### src/fskdf_pkg.sv
package fskdf_pkg;

  localparam int NumTones = 4;

  // configuration register indexes
  typedef enum logic [2:0] {
    CFG_LEVEL_THRESHOLD = 3'd0,
    CFG_STEP_SIZE       = 3'd1,
    CFG_HIGH_NEEDED     = 3'd2,
    CFG_LOW_NEEDED      = 3'd3,
    CFG_TONE1_STEP      = 3'd4,
    CFG_TONE2_STEP      = 3'd5,
    CFG_TONE3_STEP      = 3'd6,
    CFG_TONE4_STEP      = 3'd7
  } cfg_idx_e;

  typedef struct packed {
    logic [14:0]                level_threshold;
    logic [15:0]                step_size;
    logic [15:0]                high_needed;
    logic [15:0]                low_needed;
    logic [NumTones-1:0][15:0]  tone_step;
  } cfg_t;

  // queued sample with its phase index
  typedef struct packed {
    logic               valid;
    logic signed [15:0] sample;
    logic [15:0]        phase;
  } smp_t;

  // per-sample tone end report
  typedef struct packed {
    logic                valid;
    logic [NumTones-1:0] ended;
  } sym_t;

  typedef enum logic [1:0] {
    MODE_IDLE   = 2'd0,
    MODE_ACTIVE = 2'd1,
    MODE_ENDED  = 2'd2
  } mode_e;

  typedef enum logic [3:0] {
    ST_IDLE,
    ST_PHASE,
    ST_RDSIN,
    ST_RDCOS,
    ST_YCOS,
    ST_YSIN,
    ST_ERR,
    ST_MUSIN,
    ST_WCOS,
    ST_WSIN,
    ST_REPORT
  } step_e;

  // quarter-wave sine magnitude in Q1.14, evaluated at elaboration
  function automatic logic [14:0] quarter_sine(input int unsigned idx, input int unsigned qb);
    longint x;
    longint x2;
    longint t;
    x  = longint'(idx) << (16 - qb);
    x2 = (x * x) >> 16;
    t  = 42048 - ((x2 * 4640) >> 16);
    t  = 102944 - ((x2 * t) >> 16);
    return 15'(((x * t) >> 16) >> 2);
  endfunction

endpackage

### src/fskdf_front.sv
module fskdf_front (
  input  logic                clk_i,
  input  logic                rst_ni,
  input  logic                in_valid_i,
  output logic                in_stall_o,
  input  logic signed [15:0]  sample_i,
  input  logic                buffer_start_i,
  output fskdf_pkg::smp_t     head_o,
  input  logic                pop_i
);
  import fskdf_pkg::*;

  logic [15:0]        phase_q, phase_d;
  logic signed [15:0] ent_sample_q [2];
  logic [15:0]        ent_phase_q [2];
  logic               wr_ptr_q, rd_ptr_q;
  logic [1:0]         count_q;
  logic               push, pop;
  logic [15:0]        kidx;

  assign in_stall_o = (count_q == 2'd2);
  assign push       = in_valid_i && !in_stall_o;
  assign pop        = pop_i && (count_q != 2'd0);

  // phase index for this sample
  assign kidx    = buffer_start_i ? 16'd0 : phase_q;
  assign phase_d = kidx + 16'd1;

  always_ff @(posedge clk_i or negedge rst_ni) begin
    if (!rst_ni) begin
      phase_q  <= '0;
      wr_ptr_q <= 1'b0;
      rd_ptr_q <= 1'b0;
      count_q  <= '0;
    end else begin
      if (push) begin
        phase_q  <= phase_d;
        wr_ptr_q <= !wr_ptr_q;
      end
      if (pop) begin
        rd_ptr_q <= !rd_ptr_q;
      end
      count_q <= count_q + 2'(push) - 2'(pop);
    end
  end

  // queue entries
  always_ff @(posedge clk_i) begin
    if (push) begin
      ent_sample_q[wr_ptr_q] <= sample_i;
      ent_phase_q[wr_ptr_q]  <= kidx;
    end
  end

  assign head_o.valid  = (count_q != 2'd0);
  assign head_o.sample = ent_sample_q[rd_ptr_q];
  assign head_o.phase  = ent_phase_q[rd_ptr_q];

endmodule

### config.mk
export PLATFORM = sky130hd
export DESIGN_NAME = fskdf_front
export DESIGN_NICKNAME = d
export VERILOG_FILES = /design/src/fskdf_pkg.sv /design/src/fskdf_front.sv
export SDC_FILE = /design/constraint.sdc
export NUM_CORES = 1
export LEC_CHECK = 0
export ABC_AREA = 1
export BUFFER_PORTS_ARGS = -buffer_cell sky130_fd_sc_hd__buf_4
export CAP_MARGIN = 0
export CORE_ASPECT_RATIO = 1.1
export CORE_MARGIN = 4
export CORE_UTILIZATION = 25
export CTS_CLUSTER_DIAMETER = 50
export DETAILED_ROUTE_END_ITERATION = 10
export GPL_ROUTABILITY_DRIVEN = 0
export PLACE_DENSITY = 0.44
export SYNTH_ARGS = -nofsm -noshare
export SYNTH_HDL_FRONTEND = slang
export SYNTH_SLANG_ARGS = --single-unit
### constraint.sdc
create_clock -name clk_i -period 4.45 [get_ports clk_i]
set_input_delay 0.445 -clock clk_i [delete_from_list [all_inputs] [get_ports clk_i]]
set_output_delay 0.445 -clock clk_i [all_outputs]
set_load 0.01 [all_outputs]
# After elaboration in Yosys (flattened, before gate mapping)
# Memories as Yosys holds them, arrays and structs flattened.
# Index checks and enable logic that the tools add are counted.
# op_classes
reduce_logical	6
mux	3
add_sub_neg	3
eq_ne	1
# ops
cell	n
16-bit by 1-bit adder with 16-bit output, second input constant	1
16-bit 2-to-1 mux	1
1-bit zero test	3
2-bit by 1-bit adder with 2-bit output	1
2-bit equality test, second input constant	1
1-bit logical AND	2
1-bit 2-to-1 mux	2
2-bit nonzero test	1
2-bit by 1-bit subtractor with 2-bit output	1
# totals
ramBits	64
register_bits	20
memories	2
output_inout_bits	34
# mem_list
memory	words	width	rd	rd_clocked_by_memory_dff	wr	line	source
ent_phase_q	2	16	1	0	1	fskdf_front.sv:15	logic [15:0] ent_phase_q [2];
ent_sample_q	2	16	1	0	1	fskdf_front.sv:14	logic signed [15:0] ent_sample_q [2];

# Longest topological paths before layout
# Gate-level depths: netlist of run 1.
# depth
ltp_word	5
depth_mapped	9
mapped_depth_nobuf	9

# Worst setup path after synthesis of run 1
# OpenSTA, ideal clock, no wires.
# synth_timing
kind	reg-to-reg
start	register count_q[1]
end	memory ent_phase_q[1][0] (enable)
path_stages_with_launch	4
arrival_time_ns	1.947
setup_slack_ns	2.080
period_less_slack_ns	2.370
setup_ns	0.422
cell_sequence	dfrtp_1 > inv_2 > o21ai_2 > nor2_1
# synth_between
elab_chain_cells	5
# synth_rtl
element	line	source
start, declared	fskdf_front.sv:17	logic [1:0] count_q;
start signal, assigned	fskdf_front.sv:43	count_q <= count_q + 2'(push) - 2'(pop);
2-bit equality test	fskdf_front.sv:21	assign in_stall_o = (count_q == 2'd2);
1-bit zero test	fskdf_front.sv:22	assign push = in_valid_i && !in_stall_o;
1-bit logical AND	fskdf_front.sv:22	
1-bit 2-to-1 mux	fskdf_front.sv:49	if (push) begin
1-bit 2-to-1 mux (not written as such)	fskdf_front.sv:51	ent_phase_q[wr_ptr_q] <= kidx;
end, declared	fskdf_front.sv:15	
# No other way between the ends.

==> results of run 1 <==
## final timing paths
| kind | from | end | slack (ns) | cells after the start |
|---|---|---|---|---|
| worst min-delay path | rst_ni | phase_q[7] | -0.006 | 1 |
| min in group clk_i | sample_i[9] | ent_sample_q[0][9] | 0.29 | 1 |
| worst max register to register | count_q[0] | count_q[1] | 2.64 | 8 |
| worst max-delay path | rd_ptr_q | head_o[22] | 2.01 | 4 |
| worst min register to register | phase_q[0] | phase_q[0] | 0.52 | 2 |
| max in group asynchronous | rst_ni | phase_q[3] | 4.22 | 1 |
## flip-flops by register name (all words and copies together) (netlist names)
| name | count |
|---|---|
| wr_ptr_q | 1 |
| ent_phase_q | 32 |
| count_q | 2 |
| rd_ptr_q | 1 |
| phase_q | 16 |
| ent_sample_q | 32 |
## worst max-delay path: cells and delay by family, from the launching register on
kind	cells	cell delay, ns
buffers and inverters	2	0.96
AND/OR/NAND/NOR	2	0.36
flip-flops	1	0.34
## cell families after synthesis
| kind of cell | after synthesis |
|---|---|
| buffers and inverters | 46 |
| AO/OA/AOI/OAI | 7 |
| adder cells (fa/ha/maj) | 3 |
| flip-flops | 84 |
| XOR/XNOR | 8 |
| AND/OR/NAND/NOR | 203 |
## placed cells by master (no fill, tap or decap), types with 3 or more instances in the layout
master / instances
nand3_1: 21
nor2_1: 25
nand2_1: 143
o21ai_0: 3
inv_1: 28
xnor2_1: 4
inv_2: 6
edfxtp_1: 64
clkbuf_16: 9
xor2_1: 4
nor2_4: 3
dfrtp_1: 20
bufinv_16: 3
buf_4: 56
ha_1: 3
nand4_1: 5
## layer usage
| layer | up-vias | part of all wire | track usage |
|---|---|---|---|
| met3 | 9 | 0.029 | 0.0177 |
| li1 | 1245 | - | - |
| met2 | 37 | 0.51 | 0.160 |
| met5 | - | 0 | 0 |
| met4 | 0 | 0.026 | 0.0572 |
| met1 | 1131 | 0.44 | 0.116 |
## power by group
group	internal (mW)	total (mW)	switching (mW)
Clock	0.549	0.841	0.292
Sequential	1.04	1.10	0.0533
Combinational	0.337	0.854	0.517
Total	1.93	2.79	0.862
## stage by stage
step,instances,instance area [um2]
finish,600,4560
global route,600,4560
CTS,600,4560
detailed placement,584,4220
global placement,584,4220
floorplan,351,3610
## area by class of cell
cell class / instances / area share
Sequential cell: 84 / 0.532
Multi-Input combinational cell: 221 / 0.221
Timing Repair Buffer: 56 / 0.0923
Tap cell: 188 / 0.0516
Clock buffer: 10 / 0.0502
Inverter: 35 / 0.0288
Clock inverter: 6 / 0.0247
==> results.yml, run 1 <==
status:
  status: "complete, but fails checks"
  violations: "hold timing"
flow_run:
  cap_violations: 0
die:
  dieArea_um2: 16400
  ios: 55
  core_um2: 14000
  start_util: 0.259
  fp-row-count: 45
  die_h_um: 134
  die_w_um: 123
final_layout:
  area_growth_pct: 26.1
  drive_gt1_frac: 0.211
  seq_area_um2: 2420
  num_antenna_cells: 0
  fin_util: 0.326
  fillers: 1431
  fin_nets: 431
  multiInputGateArea_um2: 1010
worst_setup_path:
  cp-start-kind: "flop"
  slowest_delay_ns: 0.81
  cpMaxStageDelayCell: "clkinv_1"
  crit_fanout: 33
  cp.required_ns: 4.01
  crit_top_cell: "nand2_1"
  worstSetupPathType: "flop to primary output"
  cp-end-kind: "primary output"
  worstPathArrival_ns: 2.00
  cp_cell_sequence: "clkinv_1 > nand2_1 > nand2_1 > buf_4"
logic_synthesis:
  synth_seq_cells: 84
  synth.avg_cell_area_um2: 10.3
  synth_top_family_by_area: "simple AND/OR/NAND/NOR gates"
  syn_inst: 351
  synth_area_leaders: "edfxtp_1 (53%), nand2_1 (15%), dfrtp_1 (14%), inv_1 (2.9%), nand3_1 (2.9%)"
  yosysUniqueCellTypes: 25
  yosysWarnings: 0
  synth_area_um2: 3610
  synthArstFlopShare: 0.238
  synth-simple-area-share: 0.233
  ys.flop_type: "edfxtp_1"
  synth_largest_area_cell: "edfxtp_1"
  synth_adder_area_share: 0.0104
  muxShareOfSynthArea: 0
  syn_nets: 375
  synth_xor_area_frac: 0.0194
  synth_edf_count: 64
  synth_most_common_cell: "nand2_1"
  synth_top_area_frac: 0.532
  synth_compound_area_frac: 0.0128
  synthTopCellsByCount: "nand2_1 (143), edfxtp_1 (64), inv_1 (28), nor2_1 (27), nand3_1 (21)"
  ys_seq_area_frac: 0.670
clock_tree:
  post-cts-setup-buffers: 0
  cts_inserted_buffers: 9
  path_clk_slew_ns: 0.06
  cts_htree_levels: 3
  ctsHoldBuffers: 0
  postCtsResizedCells: 0
  clock_path_buffers: 2
  cts_tree: "done"
  clk_latency_ns: 0.33
  cts-root-buf: "clkbuf_16"
  cts.sinks: 84
route:
  drtIter0Drc: 139
  vias_per_cell: 4.04
  drc: 0
  vias: 2422
  drtPass1Iterations: 4
  wirelength_mm: 7.40
  ant_nets: 0
  post_drt_wl_per_cell_um: 12.3
grt:
  grt_usage: 0.0966
  gr-total-overflow: 0
  grt_pass1_wl_mm: 12.2
  grt_max_degree: 34
  grt_pass1_vias: 2462
  antenna_found_initial: 0
placement:
  pre_cts_ws_ns: 2.26
  numPortBuffers: 54
  dpl.hpwl_mm: 4.87
timing:
  hold_slack_ns: -0.00644
  slew_violations: 0
  setup_slack_ns: 2.01
  fin_setup_tns_ns: 0
  fmax_mhz: 409
  finalHoldViolations: 10
  slew_headroom: 0.297
  setup_viol: 0
  skew_ns: 0.00484
  finalCritPeriodShare: 0.549
  worstMarginPinSlew_ns: 1.05
  period_needed_ns: 2.44
  rsz0062_at_grt: "false"
power:
  p_leak_nw: 2.00
  powerDensity_nw_per_um2: 613
  p_total_mw: 2.79
  ir_drop_mv: 0.232
hold_path:
  hp-class: "primary input to async pin"
(Power assumes the default switching activity.)
==> run 2, diff against run 1 <==
--- a/config.mk
+++ b/config.mk
@@ -5,7 +5,7 @@
 export SDC_FILE = /design/constraint.sdc
 export NUM_CORES = 1
 export LEC_CHECK = 0
-export ABC_AREA = 1
+export ABC_AREA = 0
 export BUFFER_PORTS_ARGS = -buffer_cell sky130_fd_sc_hd__buf_4
 export CAP_MARGIN = 0
 export CORE_ASPECT_RATIO = 1.1
==> constraint.sdc (replaced) <==
create_clock -name clk_i -period 2.55 [get_ports clk_i]
set_input_delay 0.255 -clock clk_i [delete_from_list [all_inputs] [get_ports clk_i]]
set_output_delay 0.255 -clock clk_i [all_outputs]
set_load 0.01 [all_outputs]
==> run 2 against run 1 <==
  * The run now ends clean
  * Design area decreased by 1.3%
  * Sequential share of layout area rose by 0.68 points
  * Combinational power rose by 70%
  * Hold slack better by 0.11 ns
  * Area after synthesis decreased by 1.4%
  * Sequential power increased by 74%
  * Highest routed layer unchanged
==> results.yml, run 2 <==
final_layout:
  num_antenna_cells: 0
  top_regs: "ent_phase_q (32), ent_sample_q (32), phase_q (16)"
  fin_util: 0.324
  drive_gt1_frac: 0.378
  area_growth_pct: 26.2
  layout_common_cells: "edfxtp_1 (64), buf_4 (58), mux2_2 (32)"
  final-instance-count-excl-fill: 492
  fin_nets: 323
  design_area_um2: 4500
  final_common_cell: "edfxtp_1"
logic_synthesis:
  yosysWarnings: 0
  synth_seq_cells: 84
  synthTopCellsByCount: "edfxtp_1 (64), mux2_2 (32), dfrtp_1 (20), nor2b_1 (14), nand2_1 (13)"
  synth_edf_count: 64
  synth_area_leaders: "edfxtp_1 (54%), dfrtp_1 (14%), mux2_2 (10%), nor2b_1 (2.5%), a221o_1 (1.7%)"
  ys.flop_type: "edfxtp_1"
  synthArstFlopShare: 0.238
  synth_area_um2: 3560
  synth_most_common_cell: "edfxtp_1"
  ys_seq_area_frac: 0.680
  yosysUniqueCellTypes: 43
  syn_nets: 263
  synth_largest_area_cell: "edfxtp_1"
  synth.avg_cell_area_um2: 14.9
  syn_inst: 239
  synth_top_area_frac: 0.539
route:
  post_drt_wl_per_cell_um: 14.5
  vias_per_cell: 4.34
  drtIter0Drc: 119
  vias: 2135
  wirelength_mm: 7.15
  drtPass1Iterations: 5
  drc: 0
  ant_nets: 0
timing:
  setup_viol: 0
  skew_ns: 0.00799
  fin_setup_tns_ns: 0
  rsz0062_at_grt: "false"
  fmax_mhz: 492
  setup_slack_ns: 0.519
  worstMarginPinSlew_ns: 0.504
  finalHoldViolations: 0
  period_needed_ns: 2.03
  slew_headroom: 0.664
  hold_slack_ns: 0.105
  slew_violations: 0
  finalCritPeriodShare: 0.796
die:
  fp-row-count: 45
  dieArea_um2: 16200
  ios: 55
  die_w_um: 122
  core_um2: 13900
  die_h_um: 133
  start_util: 0.256
worst_setup_path:
  cp.required_ns: 2.81
  cp-end-kind: "flop"
  rr_endpoint: "count_q[1]"
  cp-start-kind: "flop"
  worstReg2RegStart: "count_q[0]"
  worstPathArrival_ns: 2.29
  worstSetupPathType: "flop to flop"
  worstRegToRegCells: 8
  crit_fanout: 26
  rrSetupSlack_ns: 0.52
hold_path:
  holdPathStages: 1
  hold_start: "sample_i[5]"
  hp-class: "primary input to flop"
  whs_endpoint: "ent_sample_q[1][5]"
clock_tree:
  ctsHoldBuffers: 1
  cts_tree: "done"
  path_clk_slew_ns: 0.06
  cts.sinks: 84
  cts_htree_levels: 3
  cts-root-buf: "clkbuf_16"
  clock_path_buffers: 2
  cts_inserted_buffers: 9
  postCtsResizedCells: 0
  post-cts-setup-buffers: 0
  clk_latency_ns: 0.33
grt:
  grt_pass1_vias: 2192
  grt_usage: 0.0913
  antenna_found_initial: 0
  grt_pass1_wl_mm: 11.4
  grt_max_degree: 39
  gr-total-overflow: 0
power:
  p_total_mw: 4.56
  powerDensity_nw_per_um2: 1010
  ir_drop_mv: 0.344
  p_leak_nw: 1.69
flow_run:
  cap_violations: 0
placement:
  place_area_um2: 4210
  dpl.hpwl_mm: 4.64
  pre_cts_ws_ns: 0.463
  numPortBuffers: 54
  place_inst: 475
status:
  status: "finished, final reports clean"
run 2: layer usage:
metal / vias up / global-route usage / wire length (um)
li1: 1022 / - / -
met1: 1034 / 0.115 / 3180
met2: 68 / 0.144 / 3390
met3: 11 / 0.0268 / 456
met4: 0 / 0.0417 / 119
met5: - / 0 / 0
run 2: report_power, final:
part / total, mW / internal, mW / switching, mW
logic: 1.45 / 0.711 / 0.740
clock network: 1.20 / 0.682 / 0.517
registers: 1.91 / 1.82 / 0.0890
run 2: cell type report:
cell class / instances / area (um2)
Clock buffer: 10 / 239
Clock inverter: 6 / 40.0
Fill cell: 1389 / 9410
Inverter: 6 / 23.8
Multi-Input combinational cell: 138 / 1070
Sequential cell: 84 / 2420
Tap cell: 188 / 235
Timing Repair Buffer: 60 / 465
run 2: kinds of logic (layout without fill, tap and decap cells):
kind of cell / after synthesis / after routing / synth area share
compound gates: 21 / 21 / 0.0428
xor+xnor: 4 / 4 / 0.00983
fa+ha+maj: 3 / 3 / 0.0105
buf+inv: 17 / 82 / 0.0235
flops: 84 / 84 / 0.680
mux: 36 / 36 / 0.112
simple gates: 74 / 74 / 0.121
run 2: worst max-delay path by stage:
stage          cells after the start                 to            from
6_report                           8         count_q[1]      count_q[0]
3_5_place_dp                       6        phase_q[12]  buffer_start_i
2_1_floorplan                      7  ent_phase_q[0][0]      count_q[1]
3_3_place_gp                       6        phase_q[12]  buffer_start_i
4_1_cts                            8         count_q[1]      count_q[0]
5_1_grt                            8         count_q[1]      count_q[1]
run 2: worst max-delay path, cell delays in order, from the launching register on:
cell     delay, ns
dfrtp_1       0.40
nor2b_1       0.26
nor2_4        0.11
inv_2         0.40
ha_1          0.33
inv_1         0.05
ha_1          0.15
xnor2_1       0.13
xnor2_1       0.14
==> run 3, diff against run 2 <==
--- a/config.mk
+++ b/config.mk
@@ -14,7 +14,7 @@
 export CTS_CLUSTER_DIAMETER = 50
 export DETAILED_ROUTE_END_ITERATION = 10
 export GPL_ROUTABILITY_DRIVEN = 0
-export PLACE_DENSITY = 0.44
+export PLACE_DENSITY = 0.45
 export SYNTH_ARGS = -nofsm -noshare
 export SYNTH_HDL_FRONTEND = slang
 export SYNTH_SLANG_ARGS = --single-unit
==> constraint.sdc (replaced) <==
create_clock -name clk_i -period 1.7 [get_ports clk_i]
set_input_delay 0.17 -clock clk_i [delete_from_list [all_inputs] [get_ports clk_i]]
set_output_delay 0.17 -clock clk_i [all_outputs]
set_load 0.01 [all_outputs]
==> run 3 against run 2 <==
  * The flow now finishes with violations (setup timing)
  * Sequential power increased by 50%
  * Wire length increased by 13%
  * Sequential cell count unchanged
  * Design area increased by 9.0%
  * Cell count increased by 5.5%
  * Global-route usage increased by 0.50 points
  * Non-clock buffer count increased by 27
  * First-iteration DRC count decreased by 0.84%
  * Maximum frequency increased by 16%
  * Clock power increased by 43%
  * Critical endpoint is now phase_q[12]
  * Highest routed layer unchanged
==> results.yml, run 3 (synthesis gave the netlist of run 2 again) <==
status:
  status: "complete, but fails checks"
  violations: "setup timing"
hold_path:
  hold_start: "sample_i[14]"
  holdPathStages: 1
  hp-class: "primary input to flop"
  whs_endpoint: "ent_sample_q[1][14]"
worst_setup_path:
  rrSetupSlack_ns: -0.04
  rr_endpoint: "phase_q[12]"
  slowest_delay_ns: 0.51
  crit_fanout: 2
  worstReg2RegStart: "phase_q[1]"
  worstSetupPathType: "flop to flop"
  worstRegToRegCells: 5
  cp-end-kind: "flop"
  worstPathArrival_ns: 1.96
  cp_cell_sequence: "nor2b_4 > ha_2 > nand4b_1 > or4_4 > a221o_1"
  cpMaxStageDelayCell: "or4_4"
  cp-start-kind: "flop"
  cp.required_ns: 1.91
grt:
  antenna_found_initial: 0
  grt_pass1_vias: 2171
  grt_usage: 0.0962
  gr-total-overflow: 0
  grt_pass1_wl_mm: 11.9
  grt_max_degree: 37
route:
  drc: 0
  ant_nets: 0
  wirelength_mm: 8.07
  drtPass1Iterations: 4
  vias: 2268
  vias_per_cell: 4.37
  post_drt_wl_per_cell_um: 15.5
  drtIter0Drc: 118
clock_tree:
  cts-root-buf: "clkbuf_16"
  cts_tree: "done"
  clock_path_buffers: 2
  cts_inserted_buffers: 9
  clk_latency_ns: 0.33
  cts.sinks: 84
  cts_htree_levels: 3
  path_clk_slew_ns: 0.06
die:
  dieArea_um2: 16200
  ios: 55
  die_h_um: 133
  start_util: 0.256
  fp-row-count: 45
  die_w_um: 122
  core_um2: 13900
power:
  ir_drop_mv: 0.581
  p_leak_nw: 1.90
  powerDensity_nw_per_um2: 1510
timing:
  slew_violations: 0
  setup_slack_ns: -0.0436
  finalCritPeriodShare: 1.03
  rsz0062_at_grt: "true"
  fmax_mhz: 574
  skew_ns: 0.00464
  setup_viol: 17
  period_needed_ns: 1.74
  worstMarginPinSlew_ns: 0.301
  slew_headroom: 0.799
  finalHoldViolations: 0
placement:
  numPortBuffers: 54
  dpl.hpwl_mm: 4.72
  place_area_um2: 4400
  place_inst: 490
  pre_cts_ws_ns: -0.0301
final_layout:
  layout_common_cells: "buf_4 (71), edfxtp_1 (64), mux2_2 (32)"
  fillers: 1369
  multiInputGateArea_um2: 1150
  top_regs: "ent_phase_q (32), ent_sample_q (32), phase_q (16)"
  design_area_um2: 4900
  area_growth_pct: 37.6
  seq_area_um2: 2420
  fin_nets: 350
  num_antenna_cells: 0
  drive_gt1_frac: 0.450
  final-instance-count-excl-fill: 519
  final_common_cell: "buf_4"
flow_run:
  cap_violations: 0
## run 3: cell type report
cell class | instances | share of cell area
sequential | 84 | 0.494
multi-input combinational | 138 | 0.234
timing repair buffer | 87 | 0.165
tap | 188 | 0.0480
clock buffer | 11 | 0.0475
clock inverter | 5 | 0.00587
inverter | 6 | 0.00536
## run 3: metrics by stage
step                hold WS, ns   util  total power [mW]  TNS [ns]
global placement         0.0835  0.316              5.37         0
CTS                     0.00555  0.336              7.18   -0.0610
global route           0.000315  0.353              7.89     -2.08
detailed placement       0.0817  0.316              5.41   -0.0537
finish                   0.0186  0.353              7.42    -0.320
floorplan                -0.126      -              4.24    -23.48
## run 3: where the power goes
group | internal [mW] | switching (mW) | total [mW]
sequential | 2.73 | 0.135 | 2.87
combinational | 1.53 | 1.29 | 2.83
clock | 0.979 | 0.746 | 1.72
total | 5.24 | 2.18 | 7.42
## run 3: per-layer routing
| layer | global-route usage | wire length (um) | vias up |
|---|---|---|---|
| met5 | 0 | 0 | - |
| met4 | 0.0411 | 101 | 0 |
| li1 | - | - | 1084 |
| met3 | 0.0340 | 411 | 9 |
| met1 | 0.122 | 3610 | 1118 |
| met2 | 0.148 | 3950 | 57 |
## run 3: worst max path at each step
stage / end / slack, ns / startpoint / cells past startpoint
floorplan: ent_phase_q[0][0] / -0.37 / count_q[1] / 7
global placement: count_q[1] / 0.03 / count_q[1] / 7
detailed placement: phase_q[12] / -0.03 / phase_q[1] / 5
CTS: phase_q[12] / -0.06 / phase_q[1] / 5
global route: phase_q[8] / -0.1 / phase_q[1] / 6
finish: phase_q[12] / -0.04 / phase_q[1] / 5
## run 3: critical path, delay by kind of cell (launching register included)
kind            cells  cell delay, ns
flops               1            0.36
compound gates      1            0.31
simple gates        3            0.77
fa+ha+maj           1            0.18
## run 3: what timing repair did
item / CTS / global route
pin swaps: 3 / 7
endpoints found under the hold margin: 20 / 6
gates resized for setup: 2 / 12
hold buffers: 1 / 4
setup endpoints to repair: 2 / 63
buffers inserted: 0 / 3
cloned: 0 / 5
