<file path="config.mk">
export PLATFORM = sky130hd
export DESIGN_NAME = fskdf_framer
export DESIGN_NICKNAME = d
export VERILOG_FILES = /design/src/fskdf_pkg.sv /design/src/fskdf_framer.sv
export SDC_FILE = /design/constraint.sdc
export NUM_CORES = 1
export LEC_CHECK = 0
export BUFFER_PORTS_ARGS = -buffer_cell sky130_fd_sc_hd__buf_2
export CAP_MARGIN = 20
export CORE_MARGIN = 2
export CORE_UTILIZATION = 62
export CTS_CLUSTER_DIAMETER = 120
export DETAILED_ROUTE_END_ITERATION = 12
export PLACE_DENSITY = 0.88
export SYNTH_ARGS = -nofsm -noshare
export SYNTH_HDL_FRONTEND = slang
export SYNTH_SLANG_ARGS = --single-unit
export TNS_END_PERCENT = 1
</file>
<file path="constraint.sdc">
create_clock -name clk_i -period 9.3 [get_ports clk_i]
set_input_delay 1.395 -clock clk_i [delete_from_list [all_inputs] [get_ports clk_i]]
set_output_delay 1.395 -clock clk_i [all_outputs]
set_load 0.05 [all_outputs]
</file>
<file path="src/fskdf_pkg.sv">
package fskdf_pkg;

  localparam int NumTones = 4;

  // configuration register indexes
  typedef enum logic [2:0] {
    CFG_LEVEL_THRESHOLD = 3'd0,
    CFG_STEP_SIZE       = 3'd1,
    CFG_HIGH_NEEDED     = 3'd2,
    CFG_LOW_NEEDED      = 3'd3,
    CFG_TONE1_STEP      = 3'd4,
    CFG_TONE2_STEP      = 3'd5,
    CFG_TONE3_STEP      = 3'd6,
    CFG_TONE4_STEP      = 3'd7
  } cfg_idx_e;

  typedef struct packed {
    logic [14:0]                level_threshold;
    logic [15:0]                step_size;
    logic [15:0]                high_needed;
    logic [15:0]                low_needed;
    logic [NumTones-1:0][15:0]  tone_step;
  } cfg_t;

  // queued sample with its phase index
  typedef struct packed {
    logic               valid;
    logic signed [15:0] sample;
    logic [15:0]        phase;
  } smp_t;

  // per-sample tone end report
  typedef struct packed {
    logic                valid;
    logic [NumTones-1:0] ended;
  } sym_t;

  typedef enum logic [1:0] {
    MODE_IDLE   = 2'd0,
    MODE_ACTIVE = 2'd1,
    MODE_ENDED  = 2'd2
  } mode_e;

  typedef enum logic [3:0] {
    ST_IDLE,
    ST_PHASE,
    ST_RDSIN,
    ST_RDCOS,
    ST_YCOS,
    ST_YSIN,
    ST_ERR,
    ST_MUSIN,
    ST_WCOS,
    ST_WSIN,
    ST_REPORT
  } step_e;

  // quarter-wave sine magnitude in Q1.14, evaluated at elaboration
  function automatic logic [14:0] quarter_sine(input int unsigned idx, input int unsigned qb);
    longint x;
    longint x2;
    longint t;
    x  = longint'(idx) << (16 - qb);
    x2 = (x * x) >> 16;
    t  = 42048 - ((x2 * 4640) >> 16);
    t  = 102944 - ((x2 * t) >> 16);
    return 15'(((x * t) >> 16) >> 2);
  endfunction

endpackage

</file>
<file path="src/fskdf_framer.sv">
module fskdf_framer #(
  parameter int FRAME_BYTES = 10,
  parameter int FRAME_BITS  = 80
) (
  input  logic             clk_i,
  input  logic             rst_ni,
  input  fskdf_pkg::sym_t  sym_i,
  output logic             sym_ready_o,
  output logic             out_valid_o,
  input  logic             out_stall_i,
  output logic [7:0]       frame_byte_o,
  output logic [3:0]       byte_number_o,
  output logic             check_good_o,
  output logic             last_o
);
  import fskdf_pkg::*;

  localparam int FrameW = FRAME_BYTES * 8;
  localparam int FillW  = $clog2(FRAME_BITS + 2);

  logic [NumTones-1:0]   pend_q;
  logic                  busy_q;
  logic [1:0]            tone_q;
  logic                  done_q;
  logic [FRAME_BITS-1:0] store_q, store_n;
  logic [FillW-1:0]      fill_q, fill_n;
  logic [FrameW-1:0]     obuf_q, frame;
  logic [3:0]            onum_q;
  logic                  good_q, ovalid_q;
  logic                  cur, full, advance, good, xfer;
  logic [7:0]            xsum;

  assign sym_ready_o = !busy_q;
  assign cur         = pend_q[tone_q];
  assign xfer        = ovalid_q && !out_stall_i;

  // append the two symbol bits, dropping any past the frame end
  always_comb begin
    store_n = store_q;
    if (fill_q < FillW'(FRAME_BITS)) begin
      store_n = {store_n[FRAME_BITS-2:0], tone_q[1]};
    end
    if (fill_q + FillW'(1) < FillW'(FRAME_BITS)) begin
      store_n = {store_n[FRAME_BITS-2:0], tone_q[0]};
    end
    fill_n = fill_q + FillW'(2);
  end

  assign full    = (fill_n >= FillW'(FRAME_BITS)) && !done_q;
  assign advance = !cur || !full || !ovalid_q;

  // byte image of the frame, bits beyond the store read as zero
  always_comb begin
    for (int p = 0; p < FrameW; p++) begin
      frame[FrameW-1-p] = (p < FRAME_BITS) ? store_n[FRAME_BITS-1-p] : 1'b0;
    end
  end

  // xor check over all but the last byte
  always_comb begin
    xsum = '0;
    for (int i = 0; i < FRAME_BYTES - 1; i++) begin
      xsum = xsum ^ frame[FrameW-1-8*i -: 8];
    end
    good = (xsum == frame[7:0]);
  end

  always_ff @(posedge clk_i or negedge rst_ni) begin
    if (!rst_ni) begin
      pend_q   <= '0;
      busy_q   <= 1'b0;
      tone_q   <= '0;
      done_q   <= 1'b0;
      store_q  <= '0;
      fill_q   <= '0;
      onum_q   <= '0;
      ovalid_q <= 1'b0;
    end else begin
      // output byte transfer
      if (xfer) begin
        onum_q <= onum_q + 4'd1;
        if (onum_q == 4'(FRAME_BYTES - 1)) begin
          ovalid_q <= 1'b0;
        end
      end
      if (!busy_q) begin
        if (sym_i.valid) begin
          pend_q <= sym_i.ended;
          busy_q <= 1'b1;
          tone_q <= '0;
          done_q <= 1'b0;
        end
      end else if (advance) begin
        if (cur) begin
          if (full) begin
            store_q  <= '0;
            fill_q   <= '0;
            done_q   <= 1'b1;
            onum_q   <= '0;
            ovalid_q <= 1'b1;
          end else begin
            store_q <= store_n;
            fill_q  <= fill_n;
          end
        end
        if (tone_q == 2'd3) begin
          busy_q <= 1'b0;
        end
        tone_q <= tone_q + 2'd1;
      end
    end
  end

  // frame image load and byte shift
  always_ff @(posedge clk_i) begin
    if (busy_q && advance && cur && full) begin
      obuf_q <= frame;
      good_q <= good;
    end else if (xfer) begin
      obuf_q <= obuf_q << 8;
    end
  end

  assign out_valid_o   = ovalid_q;
  assign frame_byte_o  = obuf_q[FrameW-1 -: 8];
  assign byte_number_o = onum_q;
  assign check_good_o  = good_q;
  assign last_o        = (onum_q == 4'(FRAME_BYTES - 1));

endmodule

</file>
# Word-level counts from Yosys, hierarchy flattened
# Cells that the tools add are included.
dict set report word_totals {
  out_inout_bits 16
  regBits 181
  elab_cells 83
  input_bits 8
}
dict set report op_classes {
  magnitude_cmp 4
  n_reduce_logical 19
  bitwise 9
  n_addsub 4
  n_eq_ne 6
  n_mux 31
}
# op n
set op_table {}
lappend op_table {{$mux 80} 5}
lappend op_table {{$xor 8x8->8} 8}
lappend op_table {{$mux 4} 5}
lappend op_table {{$mux 1} 16}
lappend op_table {{$lt 7x7->1 const B} 2}
lappend op_table {{$eq 8x8->1} 1}
lappend op_table {{$add 7x1->7 const B} 1}
lappend op_table {{$add 7x2->7 const B} 1}
lappend op_table {{$ge 7x7->1 const B} 1}
lappend op_table {{$mux 7} 1}
lappend op_table {{$logic_not 1->1} 6}
lappend op_table {{$mux 2} 3}
lappend op_table {{$ne 2x1->1 const B} 3}
lappend op_table {{$logic_and 1x1->1} 5}
lappend op_table {{$add 4x1->4 const B} 1}
lappend op_table {{$eq 4x4->1 const B} 1}
lappend op_table {{$reduce_and 2->1} 2}
lappend op_table {{$reduce_and 4->1} 1}
lappend op_table {{$reduce_bool 2->1} 2}
lappend op_table {{$lt 2x3->1 const B} 1}
lappend op_table {{$reduce_and 3->1} 1}
lappend op_table {{$add 2x1->2 const B} 1}
lappend op_table {{$bmux 1 s2} 1}
lappend op_table {{$eq 2x2->1 const B} 1}
lappend op_table {{other kinds (2)} 3}

# Longest topological paths before layout
# Gate-level depths: netlist of the first run.
dict set report depth {
  ltp_word 12
  depth_mapped 10
  mapped_depth_nobuf 8
}

# Worst setup path after synthesis of the first run
# No wires, ideal clock.
dict set report synth_timing {
  path_kind {reg2reg}
  startpoint {reg fill_q[1]}
  endpoint {reg obuf_q[0], enable pin}
  period_less_slack_ns 3.894
  stages_incl_launch_ff 8
  required_time_ns 8.500
  path_slack_ns 5.406
  arrival_time_ns 3.093
  setup_ns 0.800
  path_buffers 1
  path_cell_list {dfrtp_1 -> ha_1 -> nor2b_1 -> o311ai_2 -> a21o_1 -> or3_4 -> clkbuf_1 -> nand2_1}
}
dict set report synth_between {
  elab_chain_cells 10
}
# item line
set synth_lines {}
lappend synth_lines {{from (decl)} fskdf_framer.sv:26} ;# logic [FillW-1:0] fill_q, fill_n;
lappend synth_lines {{from (signal assigned)} fskdf_framer.sv:103} ;# fill_q <= fill_n;
lappend synth_lines {{$add 7x2->7 (*)} fskdf_framer.sv:46} ;# fill_n = fill_q + FillW'(2);
lappend synth_lines {{$ge 7x7->1 (*)} fskdf_framer.sv:49} ;# assign full = (fill_n >= FillW'(FRAME_BITS)) && !done_q;
lappend synth_lines {{$logic_and 1x1->1 (*)} fskdf_framer.sv:49}
lappend synth_lines {{$logic_not 1->1} fskdf_framer.sv:50} ;# assign advance = !cur || !full || !ovalid_q;
lappend synth_lines {{$logic_or 1x1->1 (2 in a row)} fskdf_framer.sv:50}
lappend synth_lines {{$logic_and 1x1->1 (2 in a row)} fskdf_framer.sv:116} ;# if (busy_q && advance && cur && full) begin
lappend synth_lines {{$logic_and 1x1->1 (*)} fskdf_framer.sv:116}
lappend synth_lines {{$reduce_bool 2->1 (no source line) (*)} n/a}
lappend synth_lines {{to (signal assigned)} fskdf_framer.sv:117} ;# obuf_q <= frame;
lappend synth_lines {{to (signal assigned)} fskdf_framer.sv:120} ;# obuf_q <= obuf_q << 8;
lappend synth_lines {{to (decl)} fskdf_framer.sv:27} ;# logic [FrameW-1:0] obuf_q, frame;
# Every way passes the cells marked *; elsewhere a longest branch is shown, timed or not.
# A chain may end at the register's enable or synchronous reset.

# Final worst setup path of the first run
dict set report layout_timing {
  startpoint {reg fill_q[1]}
  endpoint {reg obuf_q[42], data pin}
}
dict set report layout_between {
  elab_chain_cells 10
  elab_cells_between_ends 15
  classes_between {add/sub (2); order compare (3); mux (3); reduce/logical (7)}
}
# item line
set layout_lines {}
lappend layout_lines {{$add 7x2->7} fskdf_framer.sv:46}
lappend layout_lines {{$ge 7x7->1} fskdf_framer.sv:49}
lappend layout_lines {{$logic_and 1x1->1} fskdf_framer.sv:49}
lappend layout_lines {{$logic_not 1->1} fskdf_framer.sv:50}
lappend layout_lines {{$logic_or 1x1->1 (2 in a row)} fskdf_framer.sv:50}
lappend layout_lines {{$logic_and 1x1->1 (3 in a row)} fskdf_framer.sv:116}
lappend layout_lines {{$mux 80 (*)} fskdf_framer.sv:116}
# Marks and branches as above.

==> results.sh, run 1 <==
export IMPL_nNetsFinal=785
export IMPL_ant_nets=0
export IMPL_ys_warn_count=0
export IMPL_async_flop_share=0.550
export IMPL_cap_violations=0
export IMPL_reg2reg_slack_ns=5.79
export IMPL_dp_hpwl_um=10900
export IMPL_critPathCaptureType="register"
export IMPL_synth_top_cell_by_area="dfrtp_1"
export IMPL_fin_worst_skew_ns=0.00694
export IMPL_first_global_vias=5976
export IMPL_drt_iter0_drc=955
export IMPL_initial_core_util=0.630
export IMPL_critPathBufInv=3
export IMPL_worstPathRequired_ns=9.57
export IMPL_max_slew_worst_pin_slew_ns=0.916
export IMPL_synthTopCellsByArea="dfrtp_1, edfxtp_1, a22o_1"
export IMPL_power_leakage_nw=3.76
export IMPL_grt_overflow=0
export IMPL_grt_max_degree=105
export IMPL_final_max_slew_viol_count=0
export IMPL_clk_path_buf_depth=2
export IMPL_synth_most_common_cell="nand2_1"
export IMPL_synth_top_area_frac=0.284
export IMPL_place_congestion=0.892
export IMPL_core_um2=13800
export IMPL_die_h_um=123
export IMPL_period_share=0.377
export IMPL_ys_seq_elements=180
export IMPL_synth_distinct_cells=44
export IMPL_max_clock_freq_mhz=285
export IMPL_yosys_top_cells_count="nand2_1, dfrtp_1, a22o_1"
export IMPL_synth_seq_area_share=0.563
export IMPL_track_usage=0.270
export IMPL_crit_path_cell_trace="ha_1, nor2b_1, o311ai_2, a21o_1, or3_4, inv_4, buf_4, buf_12, nor2_1, a31oi_1"
export IMPL_cts_buffers=17
export IMPL_syn_to_final_growth_pct=8.05
export IMPL_min_period_ns=3.51
export IMPL_clk_root_buffer_cell="clkbuf_16"
export IMPL_final_layout_size_suffix_gt1_frac=0.121
export IMPL_maxSlewHeadroom=0.389
export IMPL_vias=6249
export IMPL_clk_latency_ns=0.43
export IMPL_cp_arrival_ns=3.78
export IMPL_syn_cell_area_um2=8720
export IMPL_grt_first_pass_wirelength_um=30900
export IMPL_dp_cells=932
export IMPL_critPathSlowestCell="buf_4"
export IMPL_cp_top_family="buffers and inverters"
export IMPL_synth_ff_type="dfrtp_1"
export IMPL_p_per_area_nw_per_um2=366
export IMPL_netlist_instances=785
export IMPL_cts_sinks=180
export IMPL_fp_row_count=43
export IMPL_max_vdd_ir_drop_mv=0.194
export IMPL_die_w_um=123
export IMPL_n_antenna_cell=0
export IMPL_run_status="completed"
export IMPL_slowest_delay_ns=0.55
export IMPL_post_cts_resized=0
export IMPL_finalSetupTns_ns=0
export IMPL_placed_cell_area_um2=8790
export IMPL_antenna_found_initial=0
export IMPL_finalNonFillerCells=966
export IMPL_setup_viol=0
export IMPL_syn_nets=797
export IMPL_vias_per_cell=6.47
export IMPL_clk_pin_slew_ns=0.06
export IMPL_h_tree_depth=4
export IMPL_worst_path_max_fanout=53
export IMPL_hp_class="reg -> reg"
export IMPL_stdcell_area_um2=9420
export IMPL_io_pins=24
export IMPL_cts_tree="done"
export IMPL_crit_path_start_kind="register"
export IMPL_die_area_um2=15000
export IMPL_remaining_drc_errors=0
export IMPL_io_buffer_count=23
export IMPL_wirelength_um=19000
export IMPL_first_pass_iters=6
export IMPL_rsz0062_at_grt="false"
export IMPL_wl_per_cell_um=19.7
export IMPL_critPathKind="reg -> reg"
export IMPL_ctsHoldBuffers=0
export IMPL_final_hold_viol_count=0
export IMPL_post_cts_buffers=0
export IMPL_syn_area_per_cell_um2=11.1
export IMPL_synth_edff_count=81
==> per-layer routing <==
metal | GRT usage | wire length, µm | up-vias
li1 | - | - | 2766
met1 | 0.360 | 7630 | 3108
met2 | 0.436 | 9580 | 336
met3 | 0.0553 | 1330 | 39
met4 | 0.109 | 495 | 0
met5 | 0 | 0 | -
==> final cells by class <==
type / instances / area, µm²
Timing Repair Buffer: 31 / 210
Tap cell: 180 / 225
Fill cell: 866 / 4410
Sequential cell: 180 / 4910
Inverter: 5 / 21.3
Clock buffer: 23 / 510
Multi-Input combinational cell: 538 / 3470
Clock inverter: 9 / 73.8
==> logic make-up (layout without fill, tap and decap cells) <==
logic type,count (synthesis),count (layout),synth area share
multiplexers,7,7,0.0102
buffers and inverters,67,68,0.0421
XOR/XNOR,69,69,0.0883
adder cells (fa/ha/maj),4,4,0.00574
flip-flops,180,180,0.563
AO/OA/AOI/OAI,184,184,0.164
AND/OR/NAND/NOR,274,274,0.126
==> per-stage QoR <==
step	power (W)	worst slack, ns	util	hold WS [ns]
5_1_grt	0.00362	5.60	0.681	0.539
2_1_floorplan	0.00243	5.41	-	0.475
6_report	0.00344	5.79	0.681	0.513
3_3_place_gp	0.00263	5.91	0.636	0.484
4_1_cts	0.00342	5.69	0.678	0.513
3_5_place_dp	0.00271	5.73	0.636	0.498
==> final timing paths <==
check	from	endpoint	cells after the start
max	fill_q[1]	obuf_q[42]	10
min	pend_q[1]	pend_q[1]	1
max reg2reg	fill_q[1]	obuf_q[42]	10
min reg2reg	pend_q[1]	pend_q[1]	1
max in group asynchronous	rst_ni	pend_q[2]	2
min in group asynchronous	rst_ni	fill_q[1]	1
==> layout by cell type, fill, tap and decap left out, drive strengths merged, types with 5 or more instances in the layout <==
| cell | count |
|---|---|
| xor2 | 14 |
| edfxtp | 81 |
| clkinv | 6 |
| clkbuf | 23 |
| inv | 5 |
| a21oi | 13 |
| dfrtp | 99 |
| xnor2 | 43 |
| a31oi | 72 |
| nand2 | 171 |
| nor2 | 83 |
| mux2 | 5 |
| buf | 31 |
| a22o | 83 |
| nand3 | 6 |
| xnor3 | 12 |
==> report_power, final <==
part / total (W) / internal (W) / switching [W]
registers: 0.00140 / 0.00120 / 0.000193
logic: 0.00134 / 0.000464 / 0.000876
clock network: 0.000708 / 0.000412 / 0.000297
==> sequential cells by signal, indices dropped and copies added (netlist names) <==
name	flops
obuf_q	80
fill_q	6
store_q	80
out_valid_o	1
busy_q	1
done_q	1
tone_q	2
pend_q	4
byte_number_o	4
check_good_o	1
==> worst register-to-register path, delay by kind of cell, from the launching register on <==
kind | cells | cell delay (ns)
AOI/OAI and AO/OA | 3 | 0.60
adders and majority gates | 1 | 0.25
buffers and inverters | 3 | 1.32
DFF | 1 | 0.42
and+or+nand+nor | 3 | 0.76
Power figures use the tool's default switching activity.
==> run 2: changes to the inputs <==
==> constraint.sdc (replaced) <==
create_clock -name clk_i -period 3.6 [get_ports clk_i]
set_input_delay 0.54 -clock clk_i [delete_from_list [all_inputs] [get_ports clk_i]]
set_output_delay 0.54 -clock clk_i [all_outputs]
set_load 0.05 [all_outputs]
==> run 2 against run 1 <==
Effect of this change: global-route usage grew 2.0 points; count of clock-buffer cells in the layout shrank 3; flip-flop and latch count is the same; register-to-register slack lost 5.2 ns; routed wire length grew 6.5%; clock skew grew 0.0047 ns; worst setup slack lost 5.2 ns; fmax grew 16%; combinational power grew to 2.7 times the previous value; sequential power grew to 2.6 times the previous value; critical path type unchanged; critical endpoint is now obuf_q[69]; largest power group unchanged.
==> results.sh, run 2 (synthesis results as in run 1) <==
export IMPL_io_buffer_count=23
export IMPL_wirelength_um=20300
export IMPL_fp_row_count=43
export IMPL_setup_viol=0
export IMPL_die_w_um=123
export IMPL_met2_usage=0.473
export IMPL_p_clk_frac=0.206
export IMPL_max_slew_worst_pin_slew_ns=0.883
export IMPL_remaining_drc_errors=0
export IMPL_drt_iter0_drc=974
export IMPL_core_um2=13800
export IMPL_period_share=0.840
export IMPL_min_period_ns=3.02
export IMPL_final_hold_viol_count=0
export IMPL_grt_overflow=0
export IMPL_wl_per_cell_um=20.9
export IMPL_grt_busiest_layer="met2"
export IMPL_grt_use_met3=0.0516
export IMPL_cts_tree="done"
export IMPL_clk_path_buf_depth=2
export IMPL_finalNonFillerCells=969
export IMPL_grt_max_degree=82
export IMPL_n_antenna_cell=0
export IMPL_internal_power_w=0.00544
export IMPL_hp_class="in -> async"
export IMPL_p_sw_w=0.00360
export IMPL_worstPathRequired_ns=3.86
export IMPL_vias_per_cell=6.64
export IMPL_top_regs="obuf_q x80, store_q x80, fill_q x6"
export IMPL_die_area_um2=15000
export IMPL_cp_top_family="simple AND/OR/NAND/NOR gates"
export IMPL_dpl_worst_slack_ns=0.666
export IMPL_ctsHoldBuffers=0
export IMPL_critPathCaptureType="register"
export IMPL_finalSetupTns_ns=0
export IMPL_cap_violations=0
export IMPL_crit_path_cell_trace="ha_1, nor2b_1, o311ai_2, a21o_1, or3_4, inv_4, buf_4, nor2_1, a31oi_1"
export IMPL_initial_core_util=0.630
export IMPL_final_layout_size_suffix_gt1_frac=0.120
export IMPL_die_h_um=123
export IMPL_antenna_found_initial=0
export IMPL_worst_path_max_fanout=42
export IMPL_maxSlewHeadroom=0.411
export IMPL_rsz0062_at_grt="false"
export IMPL_critPathBufInv=2
export IMPL_vias=6435
export IMPL_max_clock_freq_mhz=331
export IMPL_nNetsFinal=788
export IMPL_grt_first_pass_wirelength_um=33000
export IMPL_power_leakage_nw=3.77
export IMPL_setup_ws_ns=0.576
export IMPL_place_congestion=0.834
export IMPL_cts_sinks=180
export IMPL_p_comb_frac=0.393
export IMPL_met1_usage=0.381
export IMPL_post_cts_buffers=0
export IMPL_clk_root_buffer_cell="clkbuf_16"
export IMPL_final_common_cell="nand2_1"
export IMPL_slowest_delay_ns=0.48
export IMPL_track_usage=0.289
export IMPL_first_pass_iters=6
export IMPL_dp_hpwl_um=11900
export IMPL_post_cts_resized=0
export IMPL_clk_pin_slew_ns=0.07
export IMPL_p_per_area_nw_per_um2=956
export IMPL_critPathSlowestCell="or3_4"
export IMPL_p_total_w=0.00904
export IMPL_cts_buffers=17
export IMPL_io_pins=24
export IMPL_fin_worst_skew_ns=0.0117
export IMPL_cp_arrival_ns=3.28
export IMPL_syn_to_final_growth_pct=8.50
export IMPL_ant_nets=0
export IMPL_run_status="completed"
export IMPL_max_vdd_ir_drop_mv=0.457
export IMPL_critPathKind="reg -> reg"
export IMPL_seqPwrFrac=0.401
export IMPL_h_tree_depth=4
export IMPL_final_cell_mix="nand2_1, dfrtp_1, a22o_1"
export IMPL_final_max_slew_viol_count=0
export IMPL_dp_cells=937
export IMPL_clk_latency_ns=0.43
export IMPL_crit_path_start_kind="register"
export IMPL_sw_frac_of_total=0.398
export IMPL_first_global_vias=6177
-- run 2: changes by cell type in the layout (fill, tap and decap cells not counted), sizes merged --
cell | before | now
clkinvlp | 2 | 1
bufinv | 1 | 3
clkbuf | 23 | 20
clkinv | 6 | 8
buf | 31 | 34
-- run 2: worst paths after layout --
kind	startpoint	endpoint	slack [ns]	depth (start not counted)
worst min-delay path	rst_ni	pend_q[1]	0.15	1
worst max-delay path	fill_q[1]	obuf_q[69]	0.58	9
max in group asynchronous	rst_ni	store_q[58]	2.62	2
min in group clk_i	sym_i[2]	pend_q[2]	0.34	2
worst max register to register	fill_q[1]	obuf_q[69]	0.58	9
worst min register to register	pend_q[3]	pend_q[3]	0.50	1
-- run 2: per-layer routing --
layer | vias up | share of wire
li1 | 2782 | -
met1 | 3207 | 0.39
met2 | 382 | 0.50
met3 | 64 | 0.070
met4 | 0 | 0.033
met5 | - | 0
-- run 2: worst reg2reg max path: stages, from the launching register on --
cell and delay (ns):
dfrtp_1 0.43, ha_1 0.25, nor2b_1 0.18, o311ai_2 0.16
a21o_1 0.28, or3_4 0.48, inv_4 0.38, buf_4 0.36
nor2_1 0.11, a31oi_1 0.20
-- run 2: final cells by class --
class                   instances  area [µm²]
clock inverters                12         136
inverters                       5        21.3
fillers                       869        4370
clock buffers                  20         447
well taps                     180         225
flip-flops and latches        180        4910
multi-input cells             538        3470
repair buffers                 34         250
-- run 2: through the flow --
step	util	hold WS, ns	area [µm²]
floorplan	-	0.244	8720
global placement	0.642	0.486	8870
detailed placement	0.642	0.494	8870
CTS	0.684	0.190	9460
global route	0.684	0.205	9460
finish	0.684	0.147	9460
-- run 2: power groups by stage --
| stage | sequential [W] | combinational [W] | clock [W] |
|---|---|---|---|
| 2_1_floorplan | 0.00355 | 0.00273 | 0 |
| 3_3_place_gp | 0.00359 | 0.00328 | 0 |
| 3_5_place_dp | 0.00362 | 0.00346 | 0 |
| 4_1_cts | 0.00360 | 0.00353 | 0.00186 |
| 5_1_grt | 0.00369 | 0.00384 | 0.00194 |
| 6_report | 0.00362 | 0.00356 | 0.00186 |
==> run 3: changes to the inputs <==
--- a/config.mk
+++ b/config.mk
@@ -5,13 +5,14 @@
 export SDC_FILE = /design/constraint.sdc
 export NUM_CORES = 1
 export LEC_CHECK = 0
+export ABC_AREA = 1
 export BUFFER_PORTS_ARGS = -buffer_cell sky130_fd_sc_hd__buf_2
 export CAP_MARGIN = 20
 export CORE_MARGIN = 2
-export CORE_UTILIZATION = 62
+export CORE_UTILIZATION = 57
 export CTS_CLUSTER_DIAMETER = 120
 export DETAILED_ROUTE_END_ITERATION = 12
-export PLACE_DENSITY = 0.88
+export PLACE_DENSITY = 0.86
 export SYNTH_ARGS = -nofsm -noshare
 export SYNTH_HDL_FRONTEND = slang
 export SYNTH_SLANG_ARGS = --single-unit
==> constraint.sdc (replaced) <==
create_clock -name clk_i -period 2.5 [get_ports clk_i]
set_input_delay 0.375 -clock clk_i [delete_from_list [all_inputs] [get_ports clk_i]]
set_output_delay 0.375 -clock clk_i [all_outputs]
set_load 0.05 [all_outputs]
==> run 3 against run 2 <==
Effect of this change: flip-flop and latch count did not move; power rose by 32%; first-iteration DRC count rose by 12%; sequential share of layout area fell by 6.8 points; worst setup slack got worse by 0.45 ns; largest power group is now combinational logic; highest routed layer unchanged.
==> results.sh, run 3 <==
export IMPL_run_status="completed"
export IMPL_hold_ws_ns=0.135
export IMPL_first_pass_iters=6
export IMPL_synth_simple_area_share=0.251
export IMPL_critPathMostFrequentCell="nand2_1"
export IMPL_hold_start="sym_i[2]"
export IMPL_final_common_cell="nand2_1"
export IMPL_clk_pin_slew_ns=0.07
export IMPL_core_um2=16600
export IMPL_clk_root_buffer_cell="clkbuf_16"
export IMPL_worstPathRequired_ns=2.70
export IMPL_vias=8544
export IMPL_vias_per_cell=5.70
export IMPL_place_congestion=0.858
export IMPL_ant_nets=0
export IMPL_placed_cell_area_um2=10200
export IMPL_remaining_drc_errors=0
export IMPL_finalCoreUtilization=0.654
export IMPL_fill_cells=1295
export IMPL_power_leakage_nw=5.27
export IMPL_synth_top_area_frac=0.254
export IMPL_synth_top_family_by_area="simple AND/OR/NAND/NOR gates"
export IMPL_internal_power_w=0.00701
export IMPL_max_slew_worst_pin_slew_ns=0.709
export IMPL_track_usage=0.259
export IMPL_reg2reg_slack_ns=0.12
export IMPL_cts_sinks=180
export IMPL_min_period_ns=2.38
export IMPL_yosys_area_share_adder=0.00513
export IMPL_ys_warn_count=0
export IMPL_ys_seq_elements=180
export IMPL_synth_most_common_cell="nand2_1"
export IMPL_grt_max_degree=70
export IMPL_met2_usage=0.417
export IMPL_wirelength_um=22900
export IMPL_syn_cell_area_um2=9760
export IMPL_crit_path_start_kind="register"
export IMPL_multiInputGateArea_um2=3960
export IMPL_final_cell_mix="nand2_1, inv_1, dfrtp_1"
export IMPL_syn_to_final_growth_pct=11.5
export IMPL_p_per_area_nw_per_um2=1100
export IMPL_rsz0062_at_grt="true"
export IMPL_cp_top_family="simple AND/OR/NAND/NOR gates"
export IMPL_synth_top_cell_by_area="dfrtp_1"
export IMPL_seqPwrFrac=0.354
export IMPL_syn_area_per_cell_um2=7.72
export IMPL_grt_overflow=0
export IMPL_cap_violations=0
export IMPL_clk_latency_ns=0.44
export IMPL_die_w_um=135
export IMPL_stdcell_area_um2=10900
export IMPL_synth_seq_area_share=0.503
export IMPL_grt_use_met3=0.0443
export IMPL_io_pins=24
export IMPL_regArea_um2=4910
export IMPL_synth_edff_count=81
export IMPL_worst_path_max_fanout=34
export IMPL_synth_distinct_cells=25
export IMPL_yosys_top_cells_count="nand2_1, inv_1, dfrtp_1"
export IMPL_synth_xor_area_share=0.0117
export IMPL_die_h_um=135
export IMPL_clk_path_buf_depth=2
export IMPL_critPathKind="reg -> reg"
export IMPL_cp_arrival_ns=2.58
export IMPL_max_clock_freq_mhz=420
export IMPL_met1_usage=0.350
export IMPL_hp_class="in -> reg"
export IMPL_crit_path_cell_trace="o21ai_4, buf_12, buf_4, clkbuf_16, nand2_1, o21ai_0, xnor2_1, nand3_1, nand2_1, nand2_1, nand2_1, nor2_1, nand2_1, nor2_1"
export IMPL_die_area_um2=18200
export IMPL_syn_nets=1277
export IMPL_synth_compound_area_frac=0.131
export IMPL_p_clk_frac=0.222
export IMPL_slowest_delay_ns=0.49
export IMPL_dp_hpwl_um=15000
export IMPL_fp_row_count=47
export IMPL_max_vdd_ir_drop_mv=1.16
export IMPL_grt_first_pass_wirelength_um=37500
export IMPL_p_sw_w=0.00495
export IMPL_nNetsFinal=1277
export IMPL_top_regs="obuf_q x80, store_q x80, fill_q x6"
export IMPL_maxSlewHeadroom=0.522
export IMPL_first_global_vias=8037
export IMPL_synthMuxAreaShare=0
export IMPL_sw_frac_of_total=0.414
export IMPL_netlist_instances=1265
export IMPL_setup_viol=0
export IMPL_drt_iter0_drc=1091
export IMPL_h_tree_depth=4
export IMPL_antenna_found_initial=0
export IMPL_final_hold_viol_count=0
export IMPL_critPathBufInv=3
export IMPL_period_share=0.951
export IMPL_cts_buffers=17
export IMPL_synthTopCellsByArea="dfrtp_1, edfxtp_1, nand2_1"
export IMPL_r2r_start="fill_q[6]"
export IMPL_critPathLaunch="fill_q[6]"
export IMPL_final_layout_size_suffix_gt1_frac=0.0814
export IMPL_initial_core_util=0.586
export IMPL_grt_busiest_layer="met2"
export IMPL_p_comb_frac=0.424
export IMPL_wl_per_cell_um=15.3
export IMPL_final_max_slew_viol_count=0
export IMPL_cts_tree="done"
export IMPL_synth_ff_type="dfrtp_1"
export IMPL_io_buffer_count=23
export IMPL_critPathCaptureType="register"
export IMPL_async_flop_share=0.550
export IMPL_p_total_w=0.0120
export IMPL_critPathSlowestCell="dfrtp_2"
export IMPL_n_antenna_cell=0
export IMPL_fin_worst_skew_ns=0.0102
==> run 3: path summary, 6_finish.rpt <==
check	cells past startpoint	end
setup / recovery	14	check_good_o
min in group asynchronous	2	store_q[11]
max in group asynchronous	3	store_q[0]
hold reg to reg	2	pend_q[0]
setup reg to reg	14	check_good_o
hold / removal	3	pend_q[2]
==> run 3: layout make-up <==
type                            count  area share
Multi-Input combinational cell    862       0.364
Sequential cell                   180       0.451
Clock inverter                      7     0.00632
Timing Repair Buffer               57      0.0553
Inverter                          147      0.0507
Clock buffer                       25      0.0475
Tap cell                          220      0.0253
==> run 3: cells by family (layout without fill, tap and decap cells) <==
family,Yosys count,count (layout)
flops,180,180
buf+inv,223,236
compound gates,235,235
fa+ha+maj,4,4
simple gates,610,610
xor+xnor,13,13
==> run 3: what timing repair did <==
action	4_1_cts	5_1_grt
endpoints found under the setup margin	0	77
hold buffers	1	0
endpoints found under the hold margin	32	0
gates resized for setup	0	9
setup buffers	0	3
==> run 3: worst register-to-register path, delay by kind of cell, from the launching register on <==
kind	cells	cell delay, ns
buf+inv	3	0.49
simple gates	8	0.56
flops	1	0.49
compound gates	2	0.26
xor+xnor	1	0.34
==> run 3: power groups by stage <==
stage	combinational [W]	sequential [W]	clock [W]
final	0.00507	0.00423	0.00266
after detailed placement	0.00494	0.00427	0
after global routing	0.00563	0.00430	0.00279
after CTS	0.00497	0.00422	0.00266
after floorplan	0.00349	0.00433	0
after global placement	0.00481	0.00425	0
==> run 3: per-stage QoR <==
step,setup slack (ns),setup TNS (ns),instances
after floorplan,-0.137,-10.99,1265
after global placement,0.236,0,1460
after detailed placement,0.162,0,1460
after CTS,0.113,0,1493
after global routing,-0.0448,-0.330,1498
final,0.122,0,1498
==> run 3: per-layer routing <==
layer,part of all wire,vias up
met3,0.067,50
li1,-,4141
met1,0.44,3971
met2,0.47,382
met4,0.026,0
met5,0,-
